## config.mk

```make
export PLATFORM = sky130hd
export DESIGN_NAME = bitmap_contiguous_block_allocator_flat
export DESIGN_NICKNAME = d
export VERILOG_FILES = /design/src/rtl/bcba_pkg.sv /design/src/rtl/bcba_if.sv /design/src/rtl/bitmap_contiguous_block_allocator.sv /design/src/rtl/bcba_ram.sv /design/src/rtl/bcba_cfg.sv /design/src/rtl/bcba_scan.sv /design/src/flat_wrapper.sv
export SDC_FILE = /design/constraint.sdc
export NUM_CORES = 2
export LEC_CHECK = 0
export ABC_CLOCK_PERIOD_IN_PS = 8600
export BUFFER_PORTS_ARGS = -buffer_cell sky130_fd_sc_hd__buf_2
export CORE_ASPECT_RATIO = 0.75
export CORE_MARGIN = 5
export CORE_UTILIZATION = 36
export CTS_CLUSTER_DIAMETER = 120
export DETAILED_ROUTE_END_ITERATION = 12
export MAX_ROUTING_LAYER = met4
export PLACE_DENSITY = 0.58
export SYNTH_ARGS = -nofsm -noshare
export SYNTH_HDL_FRONTEND = slang
export SYNTH_SLANG_ARGS = --single-unit
```

## constraint.sdc

```tcl
create_clock -name clk_i -period 8.6 [get_ports clk_i]
set_input_delay 1.29 -clock clk_i [delete_from_list [all_inputs] [get_ports clk_i]]
set_output_delay 1.29 -clock clk_i [all_outputs]
set_load 0.02 [all_outputs]
```

## src/rtl/bcba_pkg.sv

```systemverilog
// Shared types and constants for the bitmap contiguous block allocator.
package bcba_pkg;

  // Field widths fixed by the request/response format
  localparam int BLK_W   = 11;   // block counts and volume size
  localparam int START_W = 10;   // start of a run on the request side
  localparam int FB_W    = 10;   // start of a run on the response side
  localparam int POS_W   = 11;   // block positions and run ends (below 2048)

  // Map word and scan chunk geometry
  localparam int WORD_W  = 64;
  localparam int BIT_W   = 6;                  // bit index within a map word
  localparam int WIDX_W  = POS_W - BIT_W;      // map word index
  localparam int CHUNK_W = 32;                 // blocks examined per scan cycle
  localparam int OFF_W   = 5;                  // offset within a chunk
  localparam int CHK_W   = BIT_W - OFF_W;      // chunk index within a word
  localparam int NCHUNK  = WORD_W / CHUNK_W;
  localparam int RUN_W   = BLK_W + 1;          // free run length

  localparam logic [BLK_W-1:0] TOTAL_RST = BLK_W'(1024);

  // Register map
  localparam int PADDR_W = 3;
  localparam int PDATA_W = 32;
  localparam logic REG_TOTAL_BLOCKS = 1'b0;    // paddr[2] of total_blocks

  // Request kinds
  localparam logic MODE_ALLOC = 1'b0;
  localparam logic MODE_FREE  = 1'b1;

  typedef enum logic [1:0] {
    ST_OK      = 2'd0,
    ST_NOSPACE = 2'd1,
    ST_RANGE   = 2'd2
  } status_e;

  // What one scan cycle reports about a chunk of the map
  typedef struct packed {
    logic             hit;
    logic [OFF_W-1:0] off;
    logic [RUN_W-1:0] run;
  } scan_res_t;

endpackage

```

## src/rtl/bcba_if.sv

```systemverilog
// Request and response channel interfaces of the allocator.
interface bcba_req_if import bcba_pkg::*; ();
  logic               valid;
  logic               ready;
  logic               mode;
  logic [BLK_W-1:0]   block_count;
  logic [START_W-1:0] start_block;

  modport source (output valid, output mode, output block_count, output start_block,
                  input ready);
  modport sink   (input valid, input mode, input block_count, input start_block,
                  output ready);
endinterface

interface bcba_rsp_if import bcba_pkg::*; ();
  logic            valid;
  logic            ready;
  logic [1:0]      status;
  logic [FB_W-1:0] first_block;

  modport source (output valid, output status, output first_block, input ready);
  modport sink   (input valid, input status, input first_block, output ready);
endinterface

```

## src/rtl/bitmap_contiguous_block_allocator.sv

```systemverilog
// Bitmap first-fit contiguous block allocator: top level with request sequencer.
//
// Keeps one used bit per block in a RAM of 64-bit words and serves one request
// at a time. An allocate reads map words from block 0 and examines 32 blocks
// per cycle in S_SCAN, pausing in S_SCAN_RD to read each new word, up to the
// hit, then marks the run word by word (read, then write back) and responds.
// A free reads and writes back each word it spans. Out-of-range frees and
// failing zero-count or oversized allocates answer without touching the map.
// After reset the first RESERVED_BLOCKS blocks (at most 64) read as used; no
// clearing pass is needed and requests are taken at once. A new request is
// taken while the previous response still waits on its channel.
module bitmap_contiguous_block_allocator import bcba_pkg::*; #(
  parameter int MAX_BLOCKS      = 1024,
  parameter int RESERVED_BLOCKS = 6
) (
  input  logic               clk_i,
  input  logic               rst_ni,
  bcba_req_if.sink           req,
  bcba_rsp_if.source         rsp,
  input  logic               psel,
  input  logic               penable,
  input  logic               pwrite,
  input  logic [PADDR_W-1:0] paddr,
  input  logic [PDATA_W-1:0] pwdata,
  output logic [PDATA_W-1:0] prdata,
  output logic               pready
);

  // Volume sizes above 2047 cannot be expressed, so deeper maps stay unused.
  localparam int Words   = (MAX_BLOCKS + WORD_W - 1) / WORD_W;
  localparam int MaxWds  = 2 ** WIDX_W;
  localparam int Depth   = (Words > MaxWds) ? MaxWds : Words;
  localparam int Waw     = (Depth > 1) ? $clog2(Depth) : 1;
  localparam int MaxPos  = 2 ** POS_W - 1;
  localparam logic [BLK_W-1:0] MaxClip =
    BLK_W'((MAX_BLOCKS > MaxPos) ? MaxPos : MAX_BLOCKS);
  localparam logic [WORD_W-1:0] RsvMask =
    (RESERVED_BLOCKS >= WORD_W) ? {WORD_W{1'b1}}
                                : ((WORD_W'(1) << RESERVED_BLOCKS) - WORD_W'(1));

  typedef enum logic [2:0] {
    S_IDLE,
    S_SCAN_RD,
    S_SCAN,
    S_MARK_RD,
    S_MARK_WR,
    S_RESP
  } state_e;

  state_e              state_q;
  logic                mode_q;
  logic [BLK_W-1:0]    count_q;
  logic [POS_W-1:0]    lo_q;
  logic [POS_W-1:0]    hi_q;
  logic [WIDX_W-1:0]   w_q;
  logic [CHK_W-1:0]    chunk_q;
  logic [RUN_W-1:0]    run_q;
  status_e             res_status_q;
  logic [Depth-1:0]    vld_q;
  logic                rsp_valid_q;
  status_e             rsp_status_q;
  logic [FB_W-1:0]     rsp_first_q;

  logic [BLK_W-1:0]    total_blocks;
  logic [BLK_W-1:0]    eff_total;
  logic [Waw-1:0]      widx;
  logic                ram_re;
  logic                ram_we;
  logic [WORD_W-1:0]   ram_rdata;
  logic [WORD_W-1:0]   ram_wdata;
  logic [WORD_W-1:0]   word_cur;
  logic [WORD_W-1:0]   mark_mask;
  logic [CHUNK_W-1:0]  chunk_bits;
  logic [POS_W-1:0]    base;
  logic [POS_W-1:0]    remain;
  logic [OFF_W:0]      limit;
  logic                scan_last;
  logic [POS_W-1:0]    hit_end;
  logic [POS_W-1:0]    hit_lo;
  logic [POS_W-1:0]    hi_m1;
  logic [BLK_W:0]      free_end;
  scan_res_t           scan_res;

  bcba_cfg u_cfg (
    .clk_i          (clk_i),
    .rst_ni         (rst_ni),
    .psel           (psel),
    .penable        (penable),
    .pwrite         (pwrite),
    .paddr          (paddr),
    .pwdata         (pwdata),
    .prdata         (prdata),
    .pready         (pready),
    .total_blocks_o (total_blocks)
  );

  bcba_ram #(
    .WIDTH (WORD_W),
    .DEPTH (Depth)
  ) u_map (
    .clk_i   (clk_i),
    .re_i    (ram_re),
    .we_i    (ram_we),
    .addr_i  (widx),
    .wdata_i (ram_wdata),
    .rdata_o (ram_rdata)
  );

  bcba_scan u_scan (
    .bits_i  (chunk_bits),
    .run_i   (run_q),
    .count_i (count_q),
    .limit_i (limit),
    .res_o   (scan_res)
  );

  assign eff_total = (total_blocks > MaxClip) ? MaxClip : total_blocks;
  assign widx      = w_q[Waw-1:0];
  assign ram_re    = (state_q == S_SCAN_RD) || (state_q == S_MARK_RD);
  assign ram_we    = (state_q == S_MARK_WR);

  // Words never written read as their reset contents.
  assign word_cur = vld_q[widx] ? ram_rdata
                                : ((widx == '0) ? RsvMask : '0);

  assign chunk_bits = word_cur[int'(chunk_q) * CHUNK_W +: CHUNK_W];
  assign base       = {w_q, chunk_q, {OFF_W{1'b0}}};
  assign remain     = POS_W'(eff_total) - base;
  assign scan_last  = (remain <= POS_W'(CHUNK_W));
  assign limit      = scan_last ? remain[OFF_W:0] : (OFF_W + 1)'(CHUNK_W);
  assign hit_end    = base + POS_W'(scan_res.off) + POS_W'(1);
  assign hit_lo     = hit_end - POS_W'(count_q);
  assign hi_m1      = hi_q - POS_W'(1);
  assign free_end   = {1'b0, BLK_W'(req.start_block)} + {1'b0, req.block_count};

  always_comb begin
    for (int b = 0; b < WORD_W; b++) begin
      mark_mask[b] = ({w_q, BIT_W'(b)} >= lo_q) && ({w_q, BIT_W'(b)} < hi_q);
    end
    ram_wdata = (mode_q == MODE_ALLOC) ? (word_cur | mark_mask) : (word_cur & ~mark_mask);
  end

  assign req.ready       = (state_q == S_IDLE);
  assign rsp.valid       = rsp_valid_q;
  assign rsp.status      = rsp_status_q;
  assign rsp.first_block = rsp_first_q;

  always_ff @(posedge clk_i or negedge rst_ni) begin
    if (!rst_ni) begin
      state_q      <= S_IDLE;
      mode_q       <= MODE_ALLOC;
      count_q      <= '0;
      lo_q         <= '0;
      hi_q         <= '0;
      w_q          <= '0;
      chunk_q      <= '0;
      run_q        <= '0;
      res_status_q <= ST_OK;
      vld_q        <= '0;
      rsp_valid_q  <= 1'b0;
      rsp_status_q <= ST_OK;
      rsp_first_q  <= '0;
    end else begin
      // S_RESP handles the response register itself
      if (rsp.ready && (state_q != S_RESP)) begin
        rsp_valid_q <= 1'b0;
      end
      unique case (state_q)
        S_IDLE: begin
          if (req.valid) begin
            mode_q  <= req.mode;
            count_q <= req.block_count;
            if (req.mode == MODE_ALLOC) begin
              if ((req.block_count == '0) || (req.block_count > eff_total)) begin
                res_status_q <= ST_NOSPACE;
                state_q      <= S_RESP;
              end else begin
                w_q          <= '0;
                chunk_q      <= '0;
                run_q        <= '0;
                res_status_q <= ST_NOSPACE;
                state_q      <= S_SCAN_RD;
              end
            end else if (free_end > {1'b0, eff_total}) begin
              res_status_q <= ST_RANGE;
              state_q      <= S_RESP;
            end else begin
              res_status_q <= ST_OK;
              lo_q         <= POS_W'(req.start_block);
              hi_q         <= free_end[POS_W-1:0];
              w_q          <= WIDX_W'(req.start_block >> BIT_W);
              state_q      <= (req.block_count == '0) ? S_RESP : S_MARK_RD;
            end
          end
        end
        S_SCAN_RD: begin
          state_q <= S_SCAN;
        end
        S_SCAN: begin
          if (scan_res.hit) begin
            lo_q         <= hit_lo;
            hi_q         <= hit_end;
            w_q          <= hit_lo[POS_W-1:BIT_W];
            res_status_q <= ST_OK;
            state_q      <= S_MARK_RD;
          end else if (scan_last) begin
            state_q <= S_RESP;
          end else begin
            run_q   <= scan_res.run;
            chunk_q <= chunk_q + CHK_W'(1);
            if (chunk_q == CHK_W'(NCHUNK - 1)) begin
              w_q     <= w_q + WIDX_W'(1);
              state_q <= S_SCAN_RD;
            end
          end
        end
        S_MARK_RD: begin
          state_q <= S_MARK_WR;
        end
        S_MARK_WR: begin
          // Write lands before the next read is issued, so no forwarding.
          vld_q[widx] <= 1'b1;
          if (w_q == hi_m1[POS_W-1:BIT_W]) begin
            state_q <= S_RESP;
          end else begin
            w_q     <= w_q + WIDX_W'(1);
            state_q <= S_MARK_RD;
          end
        end
        S_RESP: begin
          if (!rsp_valid_q || rsp.ready) begin
            rsp_valid_q  <= 1'b1;
            rsp_status_q <= res_status_q;
            rsp_first_q  <= ((res_status_q == ST_OK) && (mode_q == MODE_ALLOC))
                            ? lo_q[FB_W-1:0] : '0;
            state_q      <= S_IDLE;
          end
        end
        default: begin
          state_q <= S_IDLE;
        end
      endcase
    end
  end

endmodule

```

## src/rtl/bcba_ram.sv

```systemverilog
// Generic single-port synchronous RAM with registered read data.
module bcba_ram #(
  parameter int WIDTH = 64,
  parameter int DEPTH = 16
) (
  input  logic                                   clk_i,
  input  logic                                   re_i,
  input  logic                                   we_i,
  input  logic [(DEPTH > 1 ? $clog2(DEPTH) : 1)-1:0] addr_i,
  input  logic [WIDTH-1:0]                       wdata_i,
  output logic [WIDTH-1:0]                       rdata_o
);

  logic [WIDTH-1:0] mem_q [DEPTH];
  logic [WIDTH-1:0] rdata_q;

  always_ff @(posedge clk_i) begin
    if (we_i) begin
      mem_q[addr_i] <= wdata_i;
    end
    if (re_i) begin
      rdata_q <= mem_q[addr_i];
    end
  end

  assign rdata_o = rdata_q;

endmodule

```

## src/rtl/bcba_cfg.sv

```systemverilog
// APB register block holding the volume size.
module bcba_cfg import bcba_pkg::*; (
  input  logic               clk_i,
  input  logic               rst_ni,
  input  logic               psel,
  input  logic               penable,
  input  logic               pwrite,
  input  logic [PADDR_W-1:0] paddr,
  input  logic [PDATA_W-1:0] pwdata,
  output logic [PDATA_W-1:0] prdata,
  output logic               pready,
  output logic [BLK_W-1:0]   total_blocks_o
);

  logic [BLK_W-1:0] total_q;
  logic             wr_en;

  assign wr_en = psel && penable && pwrite && (paddr[2] == REG_TOTAL_BLOCKS);

  always_ff @(posedge clk_i or negedge rst_ni) begin
    if (!rst_ni) begin
      total_q <= TOTAL_RST;
    end else if (wr_en) begin
      total_q <= pwdata[BLK_W-1:0];
    end
  end

  always_comb begin
    unique case (paddr[2])
      REG_TOTAL_BLOCKS: prdata = PDATA_W'(total_q);
      default:          prdata = '0;
    endcase
  end

  assign pready         = 1'b1;
  assign total_blocks_o = total_q;

endmodule

```

## src/rtl/bcba_scan.sv

```systemverilog
// First-fit evaluator for one chunk of the used map.
module bcba_scan import bcba_pkg::*; (
  input  logic [CHUNK_W-1:0] bits_i,    // used bits of the chunk
  input  logic [RUN_W-1:0]   run_i,     // free run carried into the chunk
  input  logic [BLK_W-1:0]   count_i,   // run length wanted
  input  logic [OFF_W:0]     limit_i,   // positions below the volume end
  output scan_res_t          res_o
);

  // Each position is judged on its own: run length ending there is either
  // the distance to the last used bit at or below it, or the carry-in plus
  // its position plus one when the chunk is free up to it.
  always_comb begin
    logic             found;
    logic [OFF_W-1:0] lu;
    logic [RUN_W-1:0] run_k;
    res_o = '0;
    for (int k = CHUNK_W - 1; k >= 0; k--) begin
      found = 1'b0;
      lu    = '0;
      for (int j = 0; j <= k; j++) begin
        if (bits_i[j]) begin
          found = 1'b1;
          lu    = OFF_W'(j);
        end
      end
      run_k = found ? RUN_W'(OFF_W'(k) - lu) : run_i + RUN_W'(k + 1);
      if (k == CHUNK_W - 1) begin
        res_o.run = run_k;
      end
      if (!bits_i[k] && (k < int'(limit_i)) && (run_k >= {1'b0, count_i})) begin
        res_o.hit = 1'b1;
        res_o.off = OFF_W'(k);
      end
    end
  end

endmodule

```

## src/flat_wrapper.sv

```systemverilog
// flat-port wrapper written by rule: the top's interface ports become plain ports
module bitmap_contiguous_block_allocator_flat import bcba_pkg::*;
#(
  parameter int MAX_BLOCKS      = 1024,
  parameter int RESERVED_BLOCKS = 6
)
  (clk_i, rst_ni, psel, penable, pwrite, paddr, pwdata, prdata, pready, req_valid, req_mode, req_block_count, req_start_block, req_ready, rsp_valid, rsp_status, rsp_first_block, rsp_ready);
  bcba_req_if req_i ();
  bcba_rsp_if rsp_i ();
  input  logic clk_i;
  input  logic rst_ni;
  input  logic psel;
  input  logic penable;
  input  logic pwrite;
  input  logic [PADDR_W-1:0] paddr;
  input  logic [PDATA_W-1:0] pwdata;
  output logic [PDATA_W-1:0] prdata;
  output logic pready;
  input wire logic [$bits(req_i.valid)-1:0] req_valid;
  input wire logic [$bits(req_i.mode)-1:0] req_mode;
  input wire logic [$bits(req_i.block_count)-1:0] req_block_count;
  input wire logic [$bits(req_i.start_block)-1:0] req_start_block;
  output wire logic [$bits(req_i.ready)-1:0] req_ready;
  output wire logic [$bits(rsp_i.valid)-1:0] rsp_valid;
  output wire logic [$bits(rsp_i.status)-1:0] rsp_status;
  output wire logic [$bits(rsp_i.first_block)-1:0] rsp_first_block;
  input wire logic [$bits(rsp_i.ready)-1:0] rsp_ready;
  assign req_i.valid = req_valid;
  assign req_i.mode = req_mode;
  assign req_i.block_count = req_block_count;
  assign req_i.start_block = req_start_block;
  assign req_ready = req_i.ready;
  assign rsp_valid = rsp_i.valid;
  assign rsp_status = rsp_i.status;
  assign rsp_first_block = rsp_i.first_block;
  assign rsp_i.ready = rsp_ready;
  bitmap_contiguous_block_allocator #(.MAX_BLOCKS(MAX_BLOCKS), .RESERVED_BLOCKS(RESERVED_BLOCKS)) u_core (.clk_i(clk_i), .rst_ni(rst_ni), .req(req_i), .rsp(rsp_i), .psel(psel), .penable(penable), .pwrite(pwrite), .paddr(paddr), .pwdata(pwdata), .prdata(prdata), .pready(pready));
endmodule
```

==> metrics.cfg <==
[status]
outcome = finished with violations
violations = negative setup slack

[yosys]
syn_inst = 5182
ys_top_cells_by_area = edfxtp_1, mux4_2, ha_1
async_flop_share_pct = 8.19
synthesis.area_mm2 = 0.0668
yosysMostFrequentCell = edfxtp_1
yosys_most_used_dff = edfxtp_1
avgSynthCellArea_um2 = 12.9
synth_edf_count = 1088
yosys-top-cells-count = edfxtp_1, ha_1, nor2_1
yosysTopAreaCell = edfxtp_1
synthDistinctLibCells = 111
yosysTopAreaCellShare_pct = 48.9
synth-seq-cells = 1185
yosysSeqAreaShare_pct = 52.6
synth_warnings = 0

[setup_path]
slowest_delay_ps = 560
arrival_ps = 9600
reg2reg_setup_slack_ps = -350
crit_top_cell = a21o_1
cp-start-kind = flip-flop
cp-end-kind = flip-flop
crit_required_ps = 9240
rr_worst_depth = 43
crit_type = reg -> reg
slowest_stage = dfrtp_4
crit_fanout = 6

[route]
dr.first_iter.drc_count = 6202
antenna_left = 0
dr.pass1.iters = 7
drc = 0
post_drt_wl_per_cell_um = 28.4
viasPerCell = 5.88
dr_total_vias = 49100
wl_um = 237000

[placement]
dp_hpwl_um = 165000
globalplace.congestion = 1.02
numPortBuffers = 65

[global_route]
antenna_found_initial = 10
grt_pass1_wl_um = 337000
grt_overflow = 0
grt_max_degree = 109
grt_usage_pct = 24.4
grt_pass1_vias = 46500

[clock_network]
clock_sinks = 1185
clk_pin_slew_ps = 60
cts_tree = yes
numCtsBuffers = 111
clk_path_buf_depth = 3
root_buffer = clkbuf_16
clock_latency_ps = 770
htreeDepth = 3

[timing]
drv_slew = 0
min_period_ps = 8950
max_freq_ghz = 0.112
hold_viol_final = 0
worst_pin_slew_ps = 1390
skew_ps = 71.2
rsz0062_at_grt = yes
fin_ws_ps = -352
max-slew-margin-rel_pct = 6.55
period_share_pct = 104
final-setup-viol-count = 8

[finish]
syn2layout_area_growth_pct = 17.5
finalNetCount = 6298
drive_gt1_share_pct = 25.0
utilization_pct = 42.7

[die]
start_util_pct = 36.3
ios = 111
die_area_mm2 = 0.194
die_x_um = 507
chipHeight_um = 383
rows = 136
core_area_mm2 = 0.184

[hold_path]
min_path_type = reg -> reg
hold_path_depth = 2

[flow_run]
cap_violations = 0

[cell usage in the layout, fill, tap and decap left out, drive strengths merged, types with 47 or more instances in the layout]
cell type | netlist | layout
a31oi | 54 | 54
inv | 89 | 95
nand2 | 345 | 345
nand2b | 58 | 58
o21ai | 319 | 319
nand3 | 146 | 146
nor2 | 449 | 449
and2 | 48 | 48
a211oi | 47 | 47
a21o | 94 | 94
nor2b | 70 | 70
xnor2 | 192 | 192
xor2 | 101 | 101
ha | 463 | 463
mux4 | 323 | 323
nor3 | 54 | 54
dfrtp | 96 | 96
buf | 101 | 740
a21oi | 273 | 273
clkbuf | 188 | 142
edfxtp | 1088 | 1088
[worst max-delay path, delay by kind of cell, from the launching register on]
| family | cells | cell delay (ps) |
|---|---|---|
| AOI/OAI and AO/OA | 25 | 5080 |
| buffers and inverters | 8 | 1180 |
| adders and majority gates | 4 | 1020 |
| DFF | 1 | 560 |
| muxes | 2 | 500 |
| xor gates and xnor gates | 2 | 370 |
| and+or+nand+nor | 2 | 160 |
[path summary, 6_finish.rpt]
kind,start,end
worst max-delay path,u_core.w_q[1],u_core.lo_q[9]
worst min-delay path,u_core.rsp.first_block[9],u_core.rsp.first_block[9]
worst max register to register,u_core.w_q[1],u_core.lo_q[9]
worst min register to register,u_core.rsp.first_block[9],u_core.rsp.first_block[9]
max in group asynchronous,rst_ni,u_core.w_q[0]
min in group asynchronous,rst_ni,u_core.rsp.first_block[3]
[stage by stage]
stage / worst slack, ps / setup TNS, ps / cell area [um2] / cells / hold slack [ps]
finish: -352 / -1830 / 78500 / 8344 / 462
global route: -501 / -3320 / 78500 / 8344 / 479
CTS: -226 / -858 / 78100 / 8331 / 461
detailed placement: -866 / -5470 / 74300 / 8108 / 447
global placement: -848 / -5450 / 74300 / 8108 / 446
floorplan: 15.9 / 0 / 67000 / 5202 / 433
[final cells by class]
class / instances / area [um2]
inverters: 91 / 349
flip-flops and latches: 1185 / 35100
well taps: 2484 / 3110
fillers: 17100 / 105000
repair buffers: 740 / 5570
clock buffers: 142 / 2950
multi-input cells: 3639 / 30800
diodes: 3 / 7.51
clock inverters: 60 / 574
[registers in the layout, indices dropped and copies added (netlist names), 2 cells and up]
register / count
u_core.w_q: 5
u_core.count_q: 11
u_core.vld_q: 16
u_core.rsp.first_block: 10
u_core.rsp.status: 2
u_core.u_map.mem_q: 1024
u_core.run_q: 12
u_core.res_status_q: 2
u_core.lo_q: 11
u_core.hi_q: 11
u_core.u_map.rdata_o: 64
u_core.state_q: 3
u_core.u_cfg.total_blocks_o: 11
[metal layers]
metal / GRT usage (%) / wire length [um] / vias to the layer above
met5: - / 0 / -
li1: - / - / 21200
met4: 5.53 / 5200 / 0
met1: 37.2 / 109000 / 25100
met2: 32.8 / 96400 / 2564
met3: 5.60 / 25900 / 283
[logic make-up after synthesis]
kind of cell / synth area share, %
compound gates: 10.8
xor+xnor: 3.88
fa+ha+maj: 8.76
buf+inv: 2.39
flops: 52.6
mux: 12.1
other cells: 0.0112
simple gates: 9.47
[what timing repair did]
action	4_1_cts	5_1_grt
gates cloned	2	0
resized for setup	46	51
hold buffers	0	0
pin swaps	44	38
setup endpoints to repair	10	11
setup buffers	21	11
Power is not shown: default switching activity piles up to over one toggle a cycle in this logic, so the estimate is an artifact.
